[config.mk]
export PLATFORM = sky130hd
export DESIGN_NAME = signed_int_divider
export DESIGN_NICKNAME = d
export VERILOG_FILES = /design/src/rtl/core/sid_pkg.sv /design/src/rtl/core/sid_unit.sv /design/src/rtl/core/sid_ctrl.sv /design/src/rtl/core/signed_int_divider.sv
export SDC_FILE = /design/constraint.sdc
export NUM_CORES = 1
export LEC_CHECK = 0
export ABC_CLOCK_PERIOD_IN_PS = 9050
export BUFFER_PORTS_ARGS = -buffer_cell sky130_fd_sc_hd__buf_2
export CAP_MARGIN = 20
export CORE_MARGIN = 2
export CORE_UTILIZATION = 40
export DETAILED_ROUTE_END_ITERATION = 12
export PLACE_DENSITY_LB_ADDON = 0.25
export SYNTH_ARGS = -nofsm -noshare
export SYNTH_HDL_FRONTEND = slang
export SYNTH_SLANG_ARGS = --single-unit
export TNS_END_PERCENT = 20
[constraint.sdc]
create_clock -name clk_i -period 9.05 [get_ports clk_i]
set_clock_uncertainty 0.05 [all_clocks]
set_input_delay 2.715 -clock clk_i [delete_from_list [all_inputs] [get_ports clk_i]]
set_output_delay 2.715 -clock clk_i [all_outputs]
set_load 0.005 [all_outputs]
[src/rtl/core/sid_pkg.sv]
// ----------------------------------------------------------------------------
// sid_pkg
// Shared types for the signed integer divider: sequencer states and the
// control bundle that drives the datapath.
// ----------------------------------------------------------------------------
package sid_pkg;

  typedef enum logic [2:0] {
    S_IDLE = 3'b001,
    S_CALC = 3'b010,
    S_FIN  = 3'b100
  } sid_state_e;

  typedef struct packed {
    logic load;    // capture operands
    logic step;    // one restoring shift-subtract step
    logic finish;  // apply sign or saturation, register the quotient
  } sid_ctrl_t;

endpackage

[src/rtl/core/sid_unit.sv]
// ----------------------------------------------------------------------------
// sid_unit
// Divider datapath: operand magnitudes, one shared subtractor that produces
// one quotient bit per step, and the final sign and saturation stage.
// ----------------------------------------------------------------------------
module sid_unit import sid_pkg::*; #(
  parameter int DATA_WIDTH = 32
) (
  input  logic                         clk_i,
  input  sid_ctrl_t                    ctrl_i,
  input  logic signed [DATA_WIDTH-1:0] dividend_i,
  input  logic signed [DATA_WIDTH-1:0] divisor_i,
  output logic signed [DATA_WIDTH-1:0] quotient_o
);

  localparam int W = DATA_WIDTH;
  localparam logic [W-1:0] MinVal = {1'b1, {(W-1){1'b0}}};
  localparam logic [W-1:0] MaxVal = {1'b0, {(W-1){1'b1}}};
  localparam logic [W-1:0] AllOnes = {W{1'b1}};

  logic [W-1:0] dvd_q, dvd_d;   // dividend bits out at top, quotient bits in at bottom
  logic [W-1:0] rem_q, rem_d;
  logic [W-1:0] mb_q, mb_d;
  logic         neg_q, neg_d;
  logic         sat_q, sat_d;
  logic [W-1:0] quo_q, quo_d;

  logic [W-1:0] a_u, b_u;
  logic [W-1:0] trial;
  logic [W:0]   diff;
  logic         take;

  assign a_u   = dividend_i;
  assign b_u   = divisor_i;
  assign trial = {rem_q[W-2:0], dvd_q[W-1]};
  assign diff  = {1'b0, trial} - {1'b0, mb_q};
  assign take  = ~diff[W];

  always_comb begin
    dvd_d = dvd_q;
    rem_d = rem_q;
    mb_d  = mb_q;
    neg_d = neg_q;
    sat_d = sat_q;
    quo_d = quo_q;
    if (ctrl_i.load) begin
      dvd_d = a_u[W-1] ? (~a_u + 1'b1) : a_u;
      mb_d  = b_u[W-1] ? (~b_u + 1'b1) : b_u;
      rem_d = '0;
      neg_d = a_u[W-1] ^ b_u[W-1];
      sat_d = (b_u == '0) || ((a_u == MinVal) && (b_u == AllOnes));
    end else if (ctrl_i.step) begin
      rem_d = take ? diff[W-1:0] : trial;
      dvd_d = {dvd_q[W-2:0], take};
    end
    if (ctrl_i.finish) begin
      if (sat_q) begin
        quo_d = MaxVal;
      end else if (neg_q) begin
        quo_d = ~dvd_q + 1'b1;
      end else begin
        quo_d = dvd_q;
      end
    end
  end

  always_ff @(posedge clk_i) begin
    dvd_q <= dvd_d;
    rem_q <= rem_d;
    mb_q  <= mb_d;
    neg_q <= neg_d;
    sat_q <= sat_d;
    quo_q <= quo_d;
  end

  assign quotient_o = quo_q;

endmodule

[src/rtl/core/sid_ctrl.sv]
// ----------------------------------------------------------------------------
// sid_ctrl
// Divider sequencer: accepts a transaction, counts one step per quotient bit,
// then finishes and raises the result strobe for one cycle.
// ----------------------------------------------------------------------------
module sid_ctrl import sid_pkg::*; #(
  parameter int DATA_WIDTH = 32
) (
  input  logic      clk_i,
  input  logic      rst_ni,
  input  logic      start,
  output logic      busy,
  output logic      done_o,
  output sid_ctrl_t ctrl_o
);

  localparam int CntW = $clog2(DATA_WIDTH);
  localparam logic [CntW-1:0] LastStep = CntW'(DATA_WIDTH - 1);

  sid_state_e      state_q, state_d;
  logic [CntW-1:0] cnt_q, cnt_d;
  logic            done_q;

  assign busy          = (state_q != S_IDLE);
  assign ctrl_o.load   = start && (state_q == S_IDLE);
  assign ctrl_o.step   = (state_q == S_CALC);
  assign ctrl_o.finish = (state_q == S_FIN);

  always_comb begin
    state_d = state_q;
    cnt_d   = cnt_q;
    case (state_q)
      S_IDLE: begin
        if (start) begin
          state_d = S_CALC;
          cnt_d   = LastStep;
        end
      end
      S_CALC: begin
        // advance until the last quotient bit is produced
        if (cnt_q == '0) begin
          state_d = S_FIN;
        end else begin
          cnt_d = cnt_q - 1'b1;
        end
      end
      S_FIN: begin
        state_d = S_IDLE;
      end
      default: begin
        state_d = S_IDLE;
      end
    endcase
  end

  always_ff @(posedge clk_i or negedge rst_ni) begin
    if (!rst_ni) begin
      state_q <= S_IDLE;
      cnt_q   <= '0;
      done_q  <= 1'b0;
    end else begin
      state_q <= state_d;
      cnt_q   <= cnt_d;
      done_q  <= ctrl_o.finish;
    end
  end

  assign done_o = done_q;

endmodule

[src/rtl/core/signed_int_divider.sv]
// ----------------------------------------------------------------------------
// signed_int_divider
// The result strobe is registered after the load, the calc steps (one per
// quotient bit) and the finish state; no new transaction is accepted while
// busy, and the shared subtractor produces one quotient bit per cycle.
// A new transaction may be accepted in the cycle the strobe is high.
// Reset clears the sequencer and the strobe; the receiver cannot stall.
// ----------------------------------------------------------------------------
module signed_int_divider import sid_pkg::*; #(
  parameter int DATA_WIDTH = 32
) (
  input  logic                         clk_i,
  input  logic                         rst_ni,
  input  logic                         start,
  output logic                         busy,
  input  logic signed [DATA_WIDTH-1:0] dividend_i,
  input  logic signed [DATA_WIDTH-1:0] divisor_i,
  output logic signed [DATA_WIDTH-1:0] quotient_o,
  output logic                         done_o
);

  sid_ctrl_t ctrl;

  sid_ctrl #(
    .DATA_WIDTH(DATA_WIDTH)
  ) u_ctrl (
    .clk_i (clk_i),
    .rst_ni(rst_ni),
    .start (start),
    .busy  (busy),
    .done_o(done_o),
    .ctrl_o(ctrl)
  );

  sid_unit #(
    .DATA_WIDTH(DATA_WIDTH)
  ) u_unit (
    .clk_i     (clk_i),
    .ctrl_i    (ctrl),
    .dividend_i(dividend_i),
    .divisor_i (divisor_i),
    .quotient_o(quotient_o)
  );

endmodule

# After elaboration in Yosys (flattened, before gate mapping)
# Index checks and enable logic that the tools add are counted.
# Widths: inputs -> output; s select.
# word_totals
regBits	138
latchBits	0
ramBits	0
mem_bits_ro	0
in_bits	67
output_inout_bits	34
word_cells	50
n_memories	0
# classes
add_sub_neg	5
mul	0
div_mod_pow	0
n_lt_le_gt_ge	0
n_eq_ne	9
n_shift	0
muxes	12
bitwise	5
n_reduce_logical	9
# ops
operator	n
$mux 32	4
$add 32x1->32 const B	3
$not 32->32	3
$eq 32x32->1 const B	2
$mux 31	2
$sub 32x32->33	1
$logic_not 32->1	1
$mux 5	2
$pmux 5 s2	1
$mux 3	2
$pmux 3 s2	1
$logic_not 5->1	1
$sub 5x1->5 const B	1
$ne 2x2->1 const B	2
$reduce_bool 2->1	2
$eq 3x1->1 const B	1
$eq 3x2->1 const B	1
$eq 3x3->1 const B	1
$ne 3x1->1 const B	1
$reduce_and 3->1	1
$logic_and 1x1->1	2
$ne 2x1->1 const B	1
$reduce_and 2->1	1
$logic_or 1x1->1	1
other kinds (2)	2

# Depth between registers and ports, before layout
# depth
depth_word	4
mapped_depth	13
mapped_depth_nobuf	12

# Hierarchy
# A second synthesis with hierarchy kept.
# hier_totals
hier_cells	937
hier_area_um2	8896.0
# modules_own_cells
mod	n_inst	cells_each	area_per_inst_um2	seq_area_each_um2
sid_unit	1	896	8459.4	3563.4
sid_ctrl	1	41	436.7	226.5

# Worst setup path after synthesis
# No wires, ideal clock.
# synth_path
kind	input-to-reg
start	input port dividend_i[0]
end	register u_unit.dvd_q[30], data pin
setup_time_ns	0.268
arrival_ns	4.846
slack_ns	3.885
path_stages	10
path_buffers	0
cell_sequence	inv_1 -> ha_1 -> nand2_1 -> or3_1 -> nand2b_1 -> or3_1 -> or4_1 -> o41ai_1 -> xor2_1 -> o21ai_0
# synth_via
elab_chain_cells	4
# synth_lines
item	line_no	rtl
from (decl)	signed_int_divider.sv:16	input logic signed [DATA_WIDTH-1:0] dividend_i,
$not 32->32	sid_unit.sv:47	dvd_d = a_u[W-1] ? (~a_u + 1'b1) : a_u;
$add 32x1->32	sid_unit.sv:47	
$mux 32	sid_unit.sv:47	
$mux 32	sid_unit.sv:46	if (ctrl_i.load) begin
via u_unit.dvd_d[30]	sid_unit.sv:21	logic [W-1:0] dvd_q, dvd_d;
to (signal assigned)	sid_unit.sv:68	dvd_q <= dvd_d;
to (decl)	sid_unit.sv:21	
# The timed path passes the listed nets, and every way through them passes these cells.
# A chain may end at the register's enable or synchronous reset.

# Worst setup path in the final report
# Same ends and word-level chain as after synthesis.

==> summary.txt <==
Finish
  – Layout cell share with drive strength beyond 1: 0.158
  – Area of the multi-input gates: 4690 sq um
  – Antenna diodes: 0
  – Final instance area: about 10000 sq um
  – Fillcell total: a little over 2000
  – Utilization after layout: 0.468
  – Highest-count cells in the layout ignoring fill and taps: nand2_1, buf_2, edfxtp_1
  – Most common cell after layout, fill and taps aside: nand2_1
  – Nets: 1122
  – Register area: 3790 sq um
  – P&R area growth vs syn: 15.3%

Worst setup path
  – Reg2reg setup slack: 5130 ps
  – Most used cell, CP: or3_1
  – Crit Path Class: in2reg
  – CP required: 9140 ps
  – Reg-to-reg startpoint: u_unit.mb_q[5]$_DFFE_PP_
  – Slowest Stage Delay on Critical Path: 520 ps
  – Slowest stage cell on the critical path: or4_1
  – Worst path buffer plus inverter count: 2
  – Crit path cell chain: buf_2, inv_1, ha_1, nand2_1, or3_1, nand2b_1, or3_1, or4_1, o41ai_1, xor2_1, o21ai_0
  – Crit-path max FO: 5
  – Reg2reg path depth: 12
  – CP Capture Type: flop
  – Startpoint Class: primary input
  – Worst flop-to-flop path endpoint: u_unit.rem_q[1]$_SDFFE_PP0P_
  – CP delay by family, top: simple AND/OR/NAND/NOR gates
  – CP arrival: 5220 ps

Synth
  – Post-Syn Instances: around 920
  – Post-synth EDFFs: 98
  – Synth async-reset ratio: 0.0652
  – Synth Warn #: 0
  – Synth Area per Inst: 9.55 sq um
  – Sequential area share after synthesis: 0.430
  – Top cell type's share of synthesized area: 0.334
  – Leading area contributor after synthesis: edfxtp_1
  – Cell variety after synth: 63
  – Synthesized flop and latch total: 138
  – Post-Syn Area: 8810 sq um
  – Main synth FF type: edfxtp_1
  – Syn_nets: 1028
  – Top post-synthesis cells by area: edfxtp_1, dfxtp_1, nand2_1, xnor2_1, xor2_1

Clock network
  – Clock latency on the worst-skew pair: ~420 ps
  – CTS clk-pin slew, worst paths: 60 ps
  – Bufs on Longest Clock Path: 2
  – TritonCTS clock tree: built
  – CTS sink cnt: 138
  – Hold_buf cts: 0
  – Total clock buffers created by CTS: 17
  – CTS resizes: 0
  – Postcts setup bufs: 0
  – Clk Tree Root Cell: clkbuf_16
  – H-tree depth: 4

Floorplan
  – Row count: 54
  – Die Ht: 152 um
  – Total die area: 23200 sq um
  – Core area: approximately 22000 sq um
  – Initial cell density of the core: 0.406
  – Die W: 152 um
  – Number of I/O pins: 101

Drt
  – Final antenna-violating net count: 0
  – Initial drt markers: around 430
  – DRT Wirelength: ~20 mm
  – Routed vias/inst: approximately 5.3
  – Wirelength per Cell: 15.4 um
  – Pre-antenna DRT Iters: 5
  – Vias: 6934
  – DRC Markers: 0

Place
  – GPL Wtd Cong: 0.875
  – Port bufs: 100
  – DP HPWL: 14.4 mm
  – DP Area: 9570 sq um

GRT
  – Pin count of the biggest net entering global routing: slightly below 70
  – Initial antenna violation count: 0
  – GR Overflow Total: 0
  – First-pass GRT wire length: about 33 mm
  – Total GRT Usage: 0.174
  – Vias in the first global route: 6373

Hold path
  – WHS Endpoint: u_unit.rem_q[11]$_SDFFE_PP0P_
  – Hold path startpoint: u_unit.rem_q[11]$_SDFFE_PP0P_
  – Min-delay worst type: reg2reg
  – Worst hold stages: 2

Timing
  – FMAX: 0.195 GHz
  – RSZ-0062 raised after global routing: false
  – Fin crit share: 0.566
  – Final TNS setup: 0 ps
  – Final Hold Fails: 0
  – Worst rel slew slack: 0.289
  – Max-slew violation total from the final report: 0
  – Worst-Margin Slew: about 1100 ps
  – Fin crit period: 5120 ps
  – Final setup violation count: 0

Pwr
  – Clock share of power: 0.284
  – Combinational power share: 0.294
  – Power, Total: 2360 uW
  – Power Internal: 1550 uW
  – Power per Cell Area: approximately 230 nW/um^2
  – Sw Pwr: slightly above 800 uW
  – Worst vdd ir: 0.000112 V
  – Sequential share of power: 0.422
  – Sw Ratio: 0.345
  – Lkg Pwr: 0.00419 uW

Flow run
  – Max-Cap Viols: 0

Outcome
  – Outcome: completed
## power by group through the flow
stage	clock network, uW	logic, uW	registers, uW
6_report	670	696	996
5_1_grt	706	796	1020
4_1_cts	683	692	995
3_5_place_dp	0	687	1010
3_3_place_gp	0	682	1000
2_1_floorplan	0	519	972
## logic make-up after synthesis
group                    count (synthesis)  synth area share
flip-flops                             138             0.430
adder cells (fa/ha/maj)                 39            0.0563
AND/OR/NAND/NOR                        281             0.155
buffers and inverters                   83            0.0388
AO/OA/AOI/OAI                          242             0.177
multiplexers                            26            0.0300
XOR/XNOR                               113             0.112
## area by class of cell
cell class / instances / area share
well taps: 280 / 0.0345
clock buffers: 20 / 0.0430
repair buffers: 108 / 0.0572
flip-flops and latches: 138 / 0.373
multi-input cells: 701 / 0.462
inverters: 50 / 0.0185
clock inverters: 11 / 0.0121
## worst reg2reg max path, delay by kind of cell, from the launching register on
| kind | cells | cell delay (ps) |
|---|---|---|
| flops | 1 | 330 |
| buf+inv | 2 | 530 |
| compound gates | 7 | 1710 |
| mux | 1 | 390 |
| simple gates | 1 | 450 |
| fa+ha+maj | 1 | 380 |
## flip-flops by register name, indices dropped and copies added, names as in the netlist
register / flops
u_unit.quotient_o: 32
u_ctrl.done_o: 1
u_unit.mb_q: 32
u_unit.neg_q: 1
u_unit.dvd_q: 32
u_unit.rem_q: 31
u_ctrl.cnt_q: 5
u_unit.sat_q: 1
u_ctrl.state_q: 3
## synthesized netlist by cell type, drive strengths merged (7+ instances only)
library cell,number
nand4,11
nor3,7
inv,50
or3,22
nand3,14
nand2b,12
xnor2,58
nand2,141
nor4,9
dfrtp,8
o21ai,107
clkbuf,27
o41ai,16
edfxtp,98
o31ai,24
a21o,19
xor2,55
a21oi,37
mux2i,23
nor2,24
dfxtp,31
ha,38
or4,11
## through the flow
step | hold WS, ps | std cells | setup slack (ps)
after floorplan | 390 | 922 | 3890
after global placement | 407 | 1276 | 3530
after detailed placement | 411 | 1276 | 3480
after CTS | 419 | 1307 | 3920
after global routing | 451 | 1308 | 3740
final | 417 | 1308 | 3930
## worst max-delay path by stage
stage	startpoint	end	slack, ps	cells past startpoint
2_1_floorplan	dividend_i[0]	u_unit.dvd_q[30]$_DFFE_PP_	3890	10
4_1_cts	dividend_i[0]	u_unit.dvd_q[30]$_DFFE_PP_	3920	11
6_report	dividend_i[0]	u_unit.dvd_q[30]$_DFFE_PP_	3930	11
3_3_place_gp	dividend_i[0]	u_unit.dvd_q[30]$_DFFE_PP_	3530	11
5_1_grt	dividend_i[0]	u_unit.dvd_q[30]$_DFFE_PP_	3740	11
3_5_place_dp	dividend_i[0]	u_unit.dvd_q[30]$_DFFE_PP_	3480	11
## layer usage
layer / global-route usage / part of all wire / routed length (um)
met1: 0.259 / 0.52 / 10400
met2: 0.252 / 0.42 / 8500
met3: 0.0290 / 0.035 / 694
met4: 0.0654 / 0.023 / 453
met5: 0 / 0 / 0
(Power assumes the default switching activity.)
